**src/rtl/core/motor_command_frame_to_duty_assert.svh**
```systemverilog
// assertion macros shared by the motor command frame decoder
`ifndef MOTOR_COMMAND_FRAME_TO_DUTY_ASSERT_SVH
`define MOTOR_COMMAND_FRAME_TO_DUTY_ASSERT_SVH

// same-cycle implication, disabled during reset
`define MCFD_ASSERT_NOW(lbl, ante, cons) \
  lbl: assert property (@(posedge clk_i) disable iff (!rst_ni) (ante) |-> (cons)) \
    else $error("mcfd assertion failed");

// next-cycle implication, disabled during reset
`define MCFD_ASSERT_NEXT(lbl, ante, cons) \
  lbl: assert property (@(posedge clk_i) disable iff (!rst_ni) (ante) |=> (cons)) \
    else $error("mcfd assertion failed");

`endif

```
**src/rtl/core/mcfd_pkg.sv**
```systemverilog
// types and constants of the motor command frame decoder
package mcfd_pkg;

  localparam int ByteW  = 8;
  localparam int RawW   = 16;
  localparam int SpW    = 15;
  localparam int MagW   = 14;
  localparam int PwmW   = 16;
  localparam int DutyW  = 16;

  localparam int DutyBitsDef = 16;

  localparam logic [ByteW-1:0] HdrByte = 8'hFF;
  localparam logic [ByteW-1:0] IdOne   = 8'hFA;
  localparam logic [ByteW-1:0] IdTwo   = 8'hFB;

  localparam int SpScale = 10000;
  localparam int SpHalf  = 5000;

  localparam logic signed [RawW-1:0] SpMaxRaw = 16'sd10000;
  localparam logic signed [RawW-1:0] SpMinRaw = -16'sd10000;
  localparam logic signed [SpW-1:0]  SpMaxOut = 15'sd10000;
  localparam logic signed [SpW-1:0]  SpMinOut = -15'sd10000;

  localparam logic [PwmW-1:0] PwmMaxRst = 16'hFFFF;

  typedef enum logic [3:0] {
    PhHeader = 4'b0001,
    PhId     = 4'b0010,
    PhHigh   = 4'b0100,
    PhLow    = 4'b1000
  } phase_e;

  typedef struct packed {
    logic            motor;
    logic [RawW-1:0] raw;
  } frame_t;

endpackage

```
**src/rtl/core/mcfd_if.sv**
```systemverilog
// channel interfaces: received bytes, pwm limit writes, duty results
interface mcfd_rx_if;
  import mcfd_pkg::*;
  logic             valid;
  logic             ready;
  logic [ByteW-1:0] rx_byte;
  modport source (output valid, output rx_byte, input ready);
  modport sink (input valid, input rx_byte, output ready);
endinterface

interface mcfd_cfg_if;
  import mcfd_pkg::*;
  logic            valid;
  logic            ready;
  logic [PwmW-1:0] pwm_max;
  modport source (output valid, output pwm_max, input ready);
  modport sink (input valid, input pwm_max, output ready);
endinterface

interface mcfd_duty_if;
  import mcfd_pkg::*;
  logic                  valid;
  logic                  ready;
  logic                  motor_select;
  logic signed [SpW-1:0] setpoint_hundredths;
  logic [DutyW-1:0]      duty_forward;
  logic [DutyW-1:0]      duty_reverse;
  modport source (output valid, output motor_select, output setpoint_hundredths,
                  output duty_forward, output duty_reverse, input ready);
  modport sink (input valid, input motor_select, input setpoint_hundredths,
                input duty_forward, input duty_reverse, output ready);
endinterface

```
**src/rtl/core/mcfd_parser.sv**
```systemverilog
// byte-wise frame parser: header, motor id, setpoint high and low byte
module mcfd_parser (
  input  logic                      clk_i,
  input  logic                      rst_ni,
  input  logic                      take_i,
  input  logic [mcfd_pkg::ByteW-1:0] byte_i,
  output logic                      frame_valid_o,
  output mcfd_pkg::frame_t          frame_o
);
  import mcfd_pkg::*;

  phase_e           phase_q, phase_d;
  logic             motor_q, motor_d;
  logic [ByteW-1:0] high_q, high_d;

  always_comb begin
    phase_d       = phase_q;
    motor_d       = motor_q;
    high_d        = high_q;
    frame_valid_o = 1'b0;
    if (take_i) begin
      unique case (phase_q)
        PhHeader: begin
          if (byte_i == HdrByte) phase_d = PhId;
        end
        PhId: begin
          if (byte_i == IdOne || byte_i == IdTwo) begin
            motor_d = (byte_i == IdTwo);
            phase_d = PhHigh;
          end else begin
            phase_d = PhHeader;
          end
        end
        PhHigh: begin
          high_d  = byte_i;
          phase_d = PhLow;
        end
        PhLow: begin
          frame_valid_o = 1'b1;
          phase_d       = PhHeader;
        end
        default: phase_d = PhHeader;
      endcase
    end
  end

  assign frame_o.motor = motor_q;
  assign frame_o.raw   = {high_q, byte_i};

  always_ff @(posedge clk_i or negedge rst_ni) begin
    if (!rst_ni) begin
      phase_q <= PhHeader;
      motor_q <= 1'b0;
      high_q  <= '0;
    end else begin
      phase_q <= phase_d;
      motor_q <= motor_d;
      high_q  <= high_d;
    end
  end

endmodule

```
**src/rtl/core/mcfd_duty.sv**
```systemverilog
// four-stage duty pipeline: frame, clamp, scale by pwm limit, divide by 10000
module mcfd_duty #(
  parameter int DUTY_BITS = mcfd_pkg::DutyBitsDef
) (
  input  logic                      clk_i,
  input  logic                      rst_ni,
  input  logic                      frame_valid_i,
  output logic                      frame_ready_o,
  input  mcfd_pkg::frame_t          frame_i,
  input  logic [mcfd_pkg::PwmW-1:0] pwm_max_i,
  mcfd_duty_if.source               duty_o
);
  import mcfd_pkg::*;

  localparam int NumW   = MagW + DUTY_BITS;
  localparam int Shift  = NumW + MagW;
  localparam int RecipW = NumW + 1;
  localparam int ProdW  = NumW + RecipW;
  localparam logic [63:0] RecipFull =
    ((64'd1 << Shift) + 64'(SpScale - 1)) / 64'(SpScale);
  localparam logic [RecipW-1:0] Recip = RecipFull[RecipW-1:0];

  logic en1, en2, en3, en4;

  // stage 1: captured frame
  logic   v1_q;
  frame_t f1_q;

  // stage 2: clamped setpoint and magnitude
  logic                  v2_q, m2_q, n2_q;
  logic signed [SpW-1:0] sp2_q;
  logic [MagW-1:0]       mag2_q;

  // stage 3: rounded product
  logic                  v3_q, m3_q, n3_q;
  logic signed [SpW-1:0] sp3_q;
  logic [NumW-1:0]       num3_q;

  // stage 4: result register
  logic                  v4_q, m4_q;
  logic signed [SpW-1:0] sp4_q;
  logic [DutyW-1:0]      fwd4_q, rev4_q;

  logic signed [RawW-1:0] raw_s, sp_c, mag_c;
  logic [DUTY_BITS-1:0]   lim;
  logic [NumW-1:0]        num_d;
  logic [ProdW-1:0]       quo_full;
  logic [DUTY_BITS-1:0]   quo;

  assign en4 = !v4_q || duty_o.ready;
  assign en3 = !v3_q || en4;
  assign en2 = !v2_q || en3;
  assign en1 = !v1_q || en2;
  assign frame_ready_o = en1;

  always_comb begin
    raw_s = $signed(f1_q.raw);
    if (raw_s > SpMaxRaw) begin
      sp_c = SpMaxRaw;
    end else if (raw_s < SpMinRaw) begin
      sp_c = SpMinRaw;
    end else begin
      sp_c = raw_s;
    end
    mag_c = sp_c[RawW-1] ? -sp_c : sp_c;
  end

  assign lim = (pwm_max_i > PwmW'({DUTY_BITS{1'b1}})) ? {DUTY_BITS{1'b1}}
                                                       : pwm_max_i[DUTY_BITS-1:0];
  assign num_d    = NumW'(mag2_q) * NumW'(lim) + NumW'(SpHalf);
  assign quo_full = ProdW'(num3_q) * ProdW'(Recip);
  assign quo      = quo_full[Shift +: DUTY_BITS];

  always_ff @(posedge clk_i or negedge rst_ni) begin
    if (!rst_ni) begin
      v1_q <= 1'b0;
      v2_q <= 1'b0;
      v3_q <= 1'b0;
      v4_q <= 1'b0;
    end else begin
      if (en1) v1_q <= frame_valid_i;
      if (en2) v2_q <= v1_q;
      if (en3) v3_q <= v2_q;
      if (en4) v4_q <= v3_q;
    end
  end

  always_ff @(posedge clk_i) begin
    if (en1 && frame_valid_i) begin
      f1_q <= frame_i;
    end
    if (en2 && v1_q) begin
      m2_q   <= f1_q.motor;
      n2_q   <= sp_c[RawW-1];
      sp2_q  <= sp_c[SpW-1:0];
      mag2_q <= mag_c[MagW-1:0];
    end
    if (en3 && v2_q) begin
      m3_q   <= m2_q;
      n3_q   <= n2_q;
      sp3_q  <= sp2_q;
      num3_q <= num_d;
    end
    if (en4 && v3_q) begin
      m4_q   <= m3_q;
      sp4_q  <= sp3_q;
      fwd4_q <= n3_q ? '0 : DutyW'(quo);
      rev4_q <= n3_q ? DutyW'(quo) : '0;
    end
  end

  assign duty_o.valid               = v4_q;
  assign duty_o.motor_select        = m4_q;
  assign duty_o.setpoint_hundredths = sp4_q;
  assign duty_o.duty_forward        = fwd4_q;
  assign duty_o.duty_reverse        = rev4_q;

endmodule

```
**src/rtl/core/motor_command_frame_to_duty.sv**
```systemverilog
// motor command frame decoder top level
// rx_i takes one received byte per beat and is ready whenever the first
// pipeline stage is free, so bytes stream in at one per cycle unless a stall on duty_o has filled every stage.
// frames are 0xFF, motor id 0xFA or 0xFB, setpoint high byte, low byte;
// a bad id drops the parser back to header search.
// only the low byte of a frame yields a beat on duty_o: motor, setpoint
// clamped to +/-10000 and duty = (|setpoint| * pwm_max + 5000) / 10000,
// placed on duty_forward or duty_reverse by sign.
// the low byte is registered in the frame stage and passes the clamp, multiply
// and reciprocal-multiply stages before the result is valid on duty_o.
// one byte is taken per cycle while rx_i is ready; the pipeline holds up to four results.
// cfg_i is always ready and writes pwm_max (reset 65535), limited to the
// duty width; write it only while the block is idle.
// a stall on duty_o holds the result and fills bubbles behind it; rx_i
// stalls only once every stage holds a result.
// reset clears the parser to header search and empties the pipeline.
`include "motor_command_frame_to_duty_assert.svh"
module motor_command_frame_to_duty #(
  parameter int DUTY_BITS = mcfd_pkg::DutyBitsDef
) (
  input  logic        clk_i,
  input  logic        rst_ni,
  mcfd_rx_if.sink     rx_i,
  mcfd_cfg_if.sink    cfg_i,
  mcfd_duty_if.source duty_o
);
  import mcfd_pkg::*;

  logic            cfg_write;
  logic [PwmW-1:0] pwm_q;
  logic            take;
  logic            frame_valid;
  logic            frame_ready;
  frame_t          frame;

  assign cfg_write   = cfg_i.valid;
  assign cfg_i.ready = 1'b1;

  always_ff @(posedge clk_i or negedge rst_ni) begin
    if (!rst_ni) begin
      pwm_q <= PwmMaxRst;
    end else if (cfg_write) begin
      pwm_q <= cfg_i.pwm_max;
    end
  end

  assign rx_i.ready = frame_ready;
  assign take       = rx_i.valid && frame_ready;

  mcfd_parser u_parser (
    .clk_i         (clk_i),
    .rst_ni        (rst_ni),
    .take_i        (take),
    .byte_i        (rx_i.rx_byte),
    .frame_valid_o (frame_valid),
    .frame_o       (frame)
  );

  mcfd_duty #(
    .DUTY_BITS (DUTY_BITS)
  ) u_duty (
    .clk_i         (clk_i),
    .rst_ni        (rst_ni),
    .frame_valid_i (frame_valid),
    .frame_ready_o (frame_ready),
    .frame_i       (frame),
    .pwm_max_i     (pwm_q),
    .duty_o        (duty_o)
  );

  `MCFD_ASSERT_NOW(a_sp_range, duty_o.valid,
    duty_o.setpoint_hundredths <= SpMaxOut && duty_o.setpoint_hundredths >= SpMinOut)
  `MCFD_ASSERT_NOW(a_one_side, duty_o.valid,
    duty_o.duty_forward == '0 || duty_o.duty_reverse == '0)
  `MCFD_ASSERT_NOW(a_neg_fwd_zero, duty_o.valid && duty_o.setpoint_hundredths[SpW-1],
    duty_o.duty_forward == '0)
  `MCFD_ASSERT_NEXT(a_cfg_taken, cfg_i.valid, pwm_q == $past(cfg_i.pwm_max))

endmodule

```
**src/flat_wrapper.sv**
```systemverilog
// flat-port wrapper written by rule: the top's interface ports become plain ports
module motor_command_frame_to_duty_flat import mcfd_pkg::*;
#(
  parameter int DUTY_BITS = mcfd_pkg::DutyBitsDef
)
  (clk_i, rst_ni, rx_i_valid, rx_i_rx_byte, rx_i_ready, cfg_i_valid, cfg_i_pwm_max, cfg_i_ready, duty_o_valid, duty_o_motor_select, duty_o_setpoint_hundredths, duty_o_duty_forward, duty_o_duty_reverse, duty_o_ready);
  mcfd_rx_if rx_i_i ();
  mcfd_cfg_if cfg_i_i ();
  mcfd_duty_if duty_o_i ();
  input  logic clk_i;
  input  logic rst_ni;
  input wire logic [$bits(rx_i_i.valid)-1:0] rx_i_valid;
  input wire logic [$bits(rx_i_i.rx_byte)-1:0] rx_i_rx_byte;
  output wire logic [$bits(rx_i_i.ready)-1:0] rx_i_ready;
  input wire logic [$bits(cfg_i_i.valid)-1:0] cfg_i_valid;
  input wire logic [$bits(cfg_i_i.pwm_max)-1:0] cfg_i_pwm_max;
  output wire logic [$bits(cfg_i_i.ready)-1:0] cfg_i_ready;
  output wire logic [$bits(duty_o_i.valid)-1:0] duty_o_valid;
  output wire logic [$bits(duty_o_i.motor_select)-1:0] duty_o_motor_select;
  output wire logic [$bits(duty_o_i.setpoint_hundredths)-1:0] duty_o_setpoint_hundredths;
  output wire logic [$bits(duty_o_i.duty_forward)-1:0] duty_o_duty_forward;
  output wire logic [$bits(duty_o_i.duty_reverse)-1:0] duty_o_duty_reverse;
  input wire logic [$bits(duty_o_i.ready)-1:0] duty_o_ready;
  assign rx_i_i.valid = rx_i_valid;
  assign rx_i_i.rx_byte = rx_i_rx_byte;
  assign rx_i_ready = rx_i_i.ready;
  assign cfg_i_i.valid = cfg_i_valid;
  assign cfg_i_i.pwm_max = cfg_i_pwm_max;
  assign cfg_i_ready = cfg_i_i.ready;
  assign duty_o_valid = duty_o_i.valid;
  assign duty_o_motor_select = duty_o_i.motor_select;
  assign duty_o_setpoint_hundredths = duty_o_i.setpoint_hundredths;
  assign duty_o_duty_forward = duty_o_i.duty_forward;
  assign duty_o_duty_reverse = duty_o_i.duty_reverse;
  assign duty_o_i.ready = duty_o_ready;
  motor_command_frame_to_duty #(.DUTY_BITS(DUTY_BITS)) u_core (.clk_i(clk_i), .rst_ni(rst_ni), .rx_i(rx_i_i), .cfg_i(cfg_i_i), .duty_o(duty_o_i));
endmodule
```
**config.mk**
```make
export PLATFORM = sky130hd
export DESIGN_NAME = motor_command_frame_to_duty_flat
export DESIGN_NICKNAME = d
export VERILOG_FILES = /design/src/rtl/core/mcfd_pkg.sv /design/src/rtl/core/mcfd_if.sv /design/src/rtl/core/mcfd_parser.sv /design/src/rtl/core/mcfd_duty.sv /design/src/rtl/core/motor_command_frame_to_duty.sv /design/src/flat_wrapper.sv
export VERILOG_INCLUDE_DIRS = /design/src /design/src/rtl/core
export SDC_FILE = /design/constraint.sdc
export NUM_CORES = 2
export LEC_CHECK = 0
export BUFFER_PORTS_ARGS = -buffer_cell sky130_fd_sc_hd__buf_2
export CAP_MARGIN = 20
export CORE_ASPECT_RATIO = 0.75
export CORE_MARGIN = 3
export CORE_UTILIZATION = 45
export DETAILED_ROUTE_END_ITERATION = 6
export GPL_TIMING_DRIVEN = 0
export PLACE_DENSITY = 0.67
export SYNTH_ARGS = -nofsm -noshare
export SYNTH_HDL_FRONTEND = slang
export SYNTH_SLANG_ARGS = --single-unit
```
**constraint.sdc**
```tcl
create_clock -name clk_i -period 7.6 [get_ports clk_i]
set_input_delay 0.38 -clock clk_i [delete_from_list [all_inputs] [get_ports clk_i]]
set_output_delay 0.38 -clock clk_i [all_outputs]
set_load 0.01 [all_outputs]
```
Word level (Yosys, flattened, before mapping)
Cells that the tools add are included.

Multiply operators: 2. Multiplexer cells: 9. Order comparisons: 3. Reductions and logical operators: 17. Add/subtract/negate cells: 2. Eq/ne operators: 8.

Operators with widths (count): 30-bit by 31-bit multiplier with 60-bit output (second input constant) (1); 16-bit two-way mux (3); 30-bit by 13-bit adder with 30-bit output (second input constant) (1); 14-bit by 16-bit multiplier with 30-bit output (1); 8-bit == test (second input constant) (3); 16-bit by 15-bit > comparator with 1-bit output (second input constant) (1); 16-bit > comparator (second input constant) (1); 16-bit by 15-bit < comparator with 1-bit output (second input constant) (1); 14-bit two-way mux (1); 14-bit negation (1); 4-bit case mux with 3 select lines (1); 1-bit logical AND (5); 1-bit logical OR (5); 4-bit by 1-bit == test with 1-bit output (second input constant) (1); 4-bit by 2-bit == test with 1-bit output (second input constant) (1); 4-bit by 3-bit == test with 1-bit output (second input constant) (1); 4-bit == test (second input constant) (1); 1-bit logical NOT (4); 4-bit two-way mux (1); 2-bit AND reduction (2); 3-bit two-way mux (1); 3-bit AND reduction (1); 1-bit two-way mux (2); 2-bit != test (second input constant) (1).

Register bits after elaboration: 176. Output and inout bits: 51. Logic and storage cells: 63. Bits of input ports: 29.

Logic depth before layout (Yosys ltp)
Depth after elaboration: 8. Mapped depth: 26. Mapped depth without buffers: 26.

Modules after synthesis
Synthesis repeated with hierarchy kept, for this count alone.

Cell total of the unflattened synthesis: 2816. Area total of the unflattened synthesis: 30105.1 um^2.

Modules (own cells, without submodules): mcfd_duty (sequential area each 4364.2 um^2, cells each 2726, instances 1, area an instance 28768.8 um^2); motor_command_frame_to_duty (sequential area each 420.4 um^2, cells each 37, instances 1, area an instance 686.9 um^2); mcfd_parser (sequential area each 326.6 um^2, cells each 53, instances 1, area an instance 649.4 um^2).

Least setup slack after synthesis
No wires, ideal clock.

Kind: register to register. Start: register u_core.u_duty.num3_q[7]. End: register u_core.u_duty.fwd4_q[15] (netlist: u_core.u_duty.duty_o.duty_forward[15]), data pin. Clock period less this slack: 6891 ps. Buffers on the path: 0. Required time: 7337 ps. Data arrival time: 6629 ps. Stages on the path, launching flop included: 25. Setup slack: 709 ps. Library setup time: 263 ps. Cells stage by stage: edfxtp_1 > inv_1 > fa_1 > fa_1 > fa_1 > fa_1 > inv_1 > fa_1 > inv_1 > fa_1 > inv_1 > fa_1 > inv_1 > fa_1 > inv_1 > ha_1 > nand2_1 > o21ai_0 > a2111oi_0 > a211oi_1 > a32oi_2 > a311oi_4 > a41oi_2 > xnor2_1 > nor2_1.

Cells in the longest elaborated chain, start to end: 1.

RTL lines: from (decl) (RTL line mcfd_duty.sv:37) `logic [NumW-1:0] num3_q;`; from (signal assigned) (RTL line mcfd_duty.sv:102) `num3_q <= num_d;`; 30-bit by 31-bit multiplier with 60-bit output (RTL line mcfd_duty.sv:71) `assign quo_full = ProdW'(num3_q) * ProdW'(Recip);`; to (signal assigned) (RTL line mcfd_duty.sv:107) `fwd4_q <= n3_q ? '0 : DutyW'(quo);`; to (decl) (RTL line mcfd_duty.sv:42) `logic [DutyW-1:0] fwd4_q, rev4_q;`.

Every way passes these cells. A chain may end at the register's enable or synchronous reset.

Worst setup path in the final report
Start: register u_core.u_duty.num3_q[16]. End: register u_core.u_duty.fwd4_q[3] (netlist: u_core.u_duty.duty_o.duty_forward[3]), data pin.

The elaborated chain is that of the path after synthesis.

==> flow_summary.ini <==
[worst_setup_path]
rrSetupSlack_ns = 0.17
crit_fanout = 5
crit_path_start_kind = register
rr_endpoint = u_core.u_duty.duty_o.duty_forward[3]
crit_end = u_core.u_duty.duty_o.duty_forward[3]
end_kind = register
cp.required_ns = 7.80
cp-startpoint = u_core.u_duty.num3_q[16]
arrival_ns = 7.64
worstRegToRegCells = 24
crit_type = reg2reg
rr_startpoint = u_core.u_duty.num3_q[16]

[final_layout]
final_util = 0.511
drive_gt1_frac = 0.115
nets = 3948
fillCellCount = 5704
antennaDiodeCount = 0
area_delta_synth_final_pct = 11.3

[sta]
finClkSkew_ns = 0.0290
setup_viol = 0
timing_worst_slew_pin_value_ns = 0.768
worst_hold_slack_ns = 0.101
hold_viol_final = 0
maxSlewViolCount = 0
fin_ws_ns = 0.167
max_freq_mhz = 135
period_minus_slack_ns = 7.43
period_share = 0.978
slew-limit-headroom = 0.488
setup_tns_ns = 0

[grt]
antenna_found_initial = 0
grt_max_degree = 43
grt_pass1_wl_um = 119000
grt_remaining_overflow = 0
grt_pass1_vias = 21300
grtUsageTotal = 0.231

[job]
max_cap_violations = 0

[power_and_ir_drop]
leakagePower_nw = 16.2
ir_worst_vdd_mv = 0.311
power.density_mw_per_mm2 = 185

[floorplanning]
start_util = 0.459
core_sq_mm = 0.0642
row_count = 80
fp.dieW_um = 301
design.die.area_sq_mm = 0.0686
ios = 80
die_y_um = 228

[yosys]
synth_cell_types = 65
synth-seq-cells = 175
ys_warn_count = 0
postSynthCellCount = 2729
syn_nets = 3768
ys_seq_area_frac = 0.173
synth-edff-count = 142
syn_area_sq_mm = 0.0295
synthFlopType = edfxtp_1
syn_area_per_cell_sq_um = 10.8
synth-async-reset-ratio = 0.189

[routing]
final_antenna_net_count = 0
wl_per_cell_um = 20.1
finalWirelength_um = 75900
drt_iter0_drc = 1336
post-route-drc-count = 0
viasPerCell = 5.15
drtPass1Iterations = 6
vias = 19500

[status]
status = completed

[clock_network]
htree_levels = 4
insertion_delay_ns = 0.50
root_buffer = clkbuf_16
clock-sinks = 175
cts_buffer_depth = 2
clkTransAtPathRegs_ns = 0.09
cts_buffers = 17
cts_tree = yes

[hold_path]
holdCritPathClass = in2reg

[place]
gp_congestion = 0.972
hpwl_um = 65600
numPortBuffers = 77
dp_slack_ns = -0.914
-- flip-flops by register name, indices dropped and copies added (netlist names) --
register and count:
u_core.u_duty.num3_q 30, u_core.pwm_q 16, u_core.u_duty.duty_o.duty_forward 16, u_core.u_duty.duty_o.duty_reverse 16, u_core.u_duty.raw_s 16, u_core.u_duty.duty_o.setpoint_hundredths 15
u_core.u_duty.sp3_q 15, u_core.u_duty.mag2_q 14, u_core.u_duty.sp2_q 14, u_core.u_parser.high_q 8, u_core.u_parser.phase_q 4, u_core.u_duty.duty_o.motor_select 1
u_core.u_duty.duty_o.valid 1, u_core.u_duty.f1_q 1, u_core.u_duty.m2_q 1, u_core.u_duty.m3_q 1, u_core.u_duty.n2_q 1, u_core.u_duty.n3_q 1
u_core.u_duty.v1_q 1, u_core.u_duty.v2_q 1, u_core.u_duty.v3_q 1, u_core.u_parser.motor_q 1
-- cell type report --
type | instances | area (sq um) | area share
Clock buffer | 18 | 429 | 0.0131
Multi-Input combinational cell | 1781 | 22000 | 0.671
Sequential cell | 175 | 5110 | 0.156
Timing Repair Buffer | 161 | 1070 | 0.0328
Buffer | 43 | 165 | 0.00504
Tap cell | 861 | 1080 | 0.0328
Clock inverter | 14 | 193 | 0.00587
Inverter | 730 | 2750 | 0.0839
-- per-layer routing --
metal | GRT usage | up-vias | wire [um]
met5 | 0 | - | 0
met4 | 0.0501 | 0 | 1400
met3 | 0.0762 | 80 | 7130
met2 | 0.355 | 708 | 33300
met1 | 0.320 | 9886 | 34000
li1 | - | 8797 | -
-- critical path: stages, from the launching register on --
cell and delay (ns):
edfxtp_1 0.37, buf_4 0.19, ha_4 0.32, inv_1 0.09, fa_1 0.54, inv_1 0.06, fa_1 0.53, inv_1 0.07
fa_1 0.50, fa_1 0.51, inv_1 0.05, fa_1 0.48, fa_1 0.43, ha_1 0.31, ha_1 0.34, and3_4 0.25
a221oi_4 0.46, o21ai_1 0.12, a221o_1 0.43, buf_4 0.16, a22oi_2 0.19, nand2_1 0.14, a21oi_2 0.21, xor2_2 0.29
nor2_1 0.06
-- placed cells by master (no fill, tap or decap), types with 16 or more instances in the layout --
master,n
a21oi_1,60
inv_1,721
edfxtp_1,142
ha_4,22
a21o_1,29
nand2_1,185
fa_1,572
mux2_2,26
xor2_1,16
buf_4,78
ha_1,395
dfstp_2,17
clkbuf_1,43
and2_1,94
nor2_1,94
nand3_1,16
o21ai_0,29
dfrtp_1,16
clkbuf_16,17
buf_2,77
xnor2_1,38
-- stage by stage --
step	cell area [sq um]	power, mW	cells
2_1_floorplan	29500	4.33	2729
3_3_place_gp	30900	5.01	3667
3_5_place_dp	31000	5.13	3671
4_1_cts	32000	6.11	3731
5_1_grt	32800	6.72	3783
6_report	32800	6.07	3783
-- cell families after synthesis --
family	share of synthesized area
compound gates	0.0479
xor+xnor	0.0169
fa+ha+maj	0.577
buf+inv	0.0986
flops	0.173
mux	0.00994
other cells	0.000127
simple gates	0.0762
-- worst min-delay path by stage --
stage / start / endpoint / slack [ns] / cells past startpoint
floorplan: rst_ni / u_core.u_duty.duty_o.valid / 0.08 / 0
global placement: u_core.u_duty.sp3_q[0] / u_core.u_duty.duty_o.setpoint_hundredths[0] / 0.41 / 0
detailed placement: u_core.u_duty.sp2_q[4] / u_core.u_duty.sp3_q[4] / 0.41 / 0
CTS: rx_i_rx_byte[4] / u_core.u_duty.raw_s[4] / 0.06 / 1
global route: rx_i_rx_byte[4] / u_core.u_duty.raw_s[4] / 0.08 / 1
finish: rx_i_rx_byte[5] / u_core.u_duty.raw_s[5] / 0.10 / 1
-- cell usage after synthesis, types with 4 or more instances --
cell type | instances | area, sq um
nor2b_1 | 9 | 56.3
xnor2_1 | 39 | 342
clkbuf_1 | 42 | 158
a31oi_1 | 13 | 81.3
a21oi_1 | 69 | 345
or3_1 | 5 | 31.3
o21a_1 | 4 | 30.0
a211oi_1 | 7 | 52.6
o21ai_1 | 8 | 40.0
inv_1 | 730 | 2740
edfxtp_1 | 142 | 4260
fa_1 | 580 | 11600
nor4_1 | 4 | 25.0
nand2b_1 | 14 | 87.6
ha_1 | 430 | 5380
and2_1 | 95 | 594
nand4_1 | 11 | 68.8
nor3_1 | 15 | 75.1
o21ai_0 | 30 | 150
nand3_1 | 16 | 80.1
o31ai_1 | 6 | 45.0
and3_1 | 4 | 25.0
xor2_1 | 18 | 158
o21bai_1 | 9 | 67.6
nor2_1 | 94 | 353
dfstp_2 | 17 | 447
a21o_1 | 29 | 218
o22ai_1 | 4 | 25.0
dfrtp_1 | 16 | 400
o211ai_1 | 6 | 45.0
mux2_2 | 26 | 293
or2_2 | 6 | 37.5
nand2_1 | 188 | 706
-- what timing repair did --
item                       in CTS  in global routing
gates resized for setup        25                 82
pin swaps                       4                 38
setup buffers                  27                 52
hold buffers                    1                  0
hold endpoints to repair       16                  0
setup endpoints to repair      28                 30
gates cloned                    0                  0
-- power by group --
part	leakage [nW]	internal (mW)	total, mW	switching [mW]
Clock	0.297	0.474	0.928	0.453
Combinational	14.2	1.71	3.85	2.14
Sequential	1.68	1.27	1.30	0.0281
Total	16.2	3.46	6.07	2.62
(Power assumes the default switching activity.)
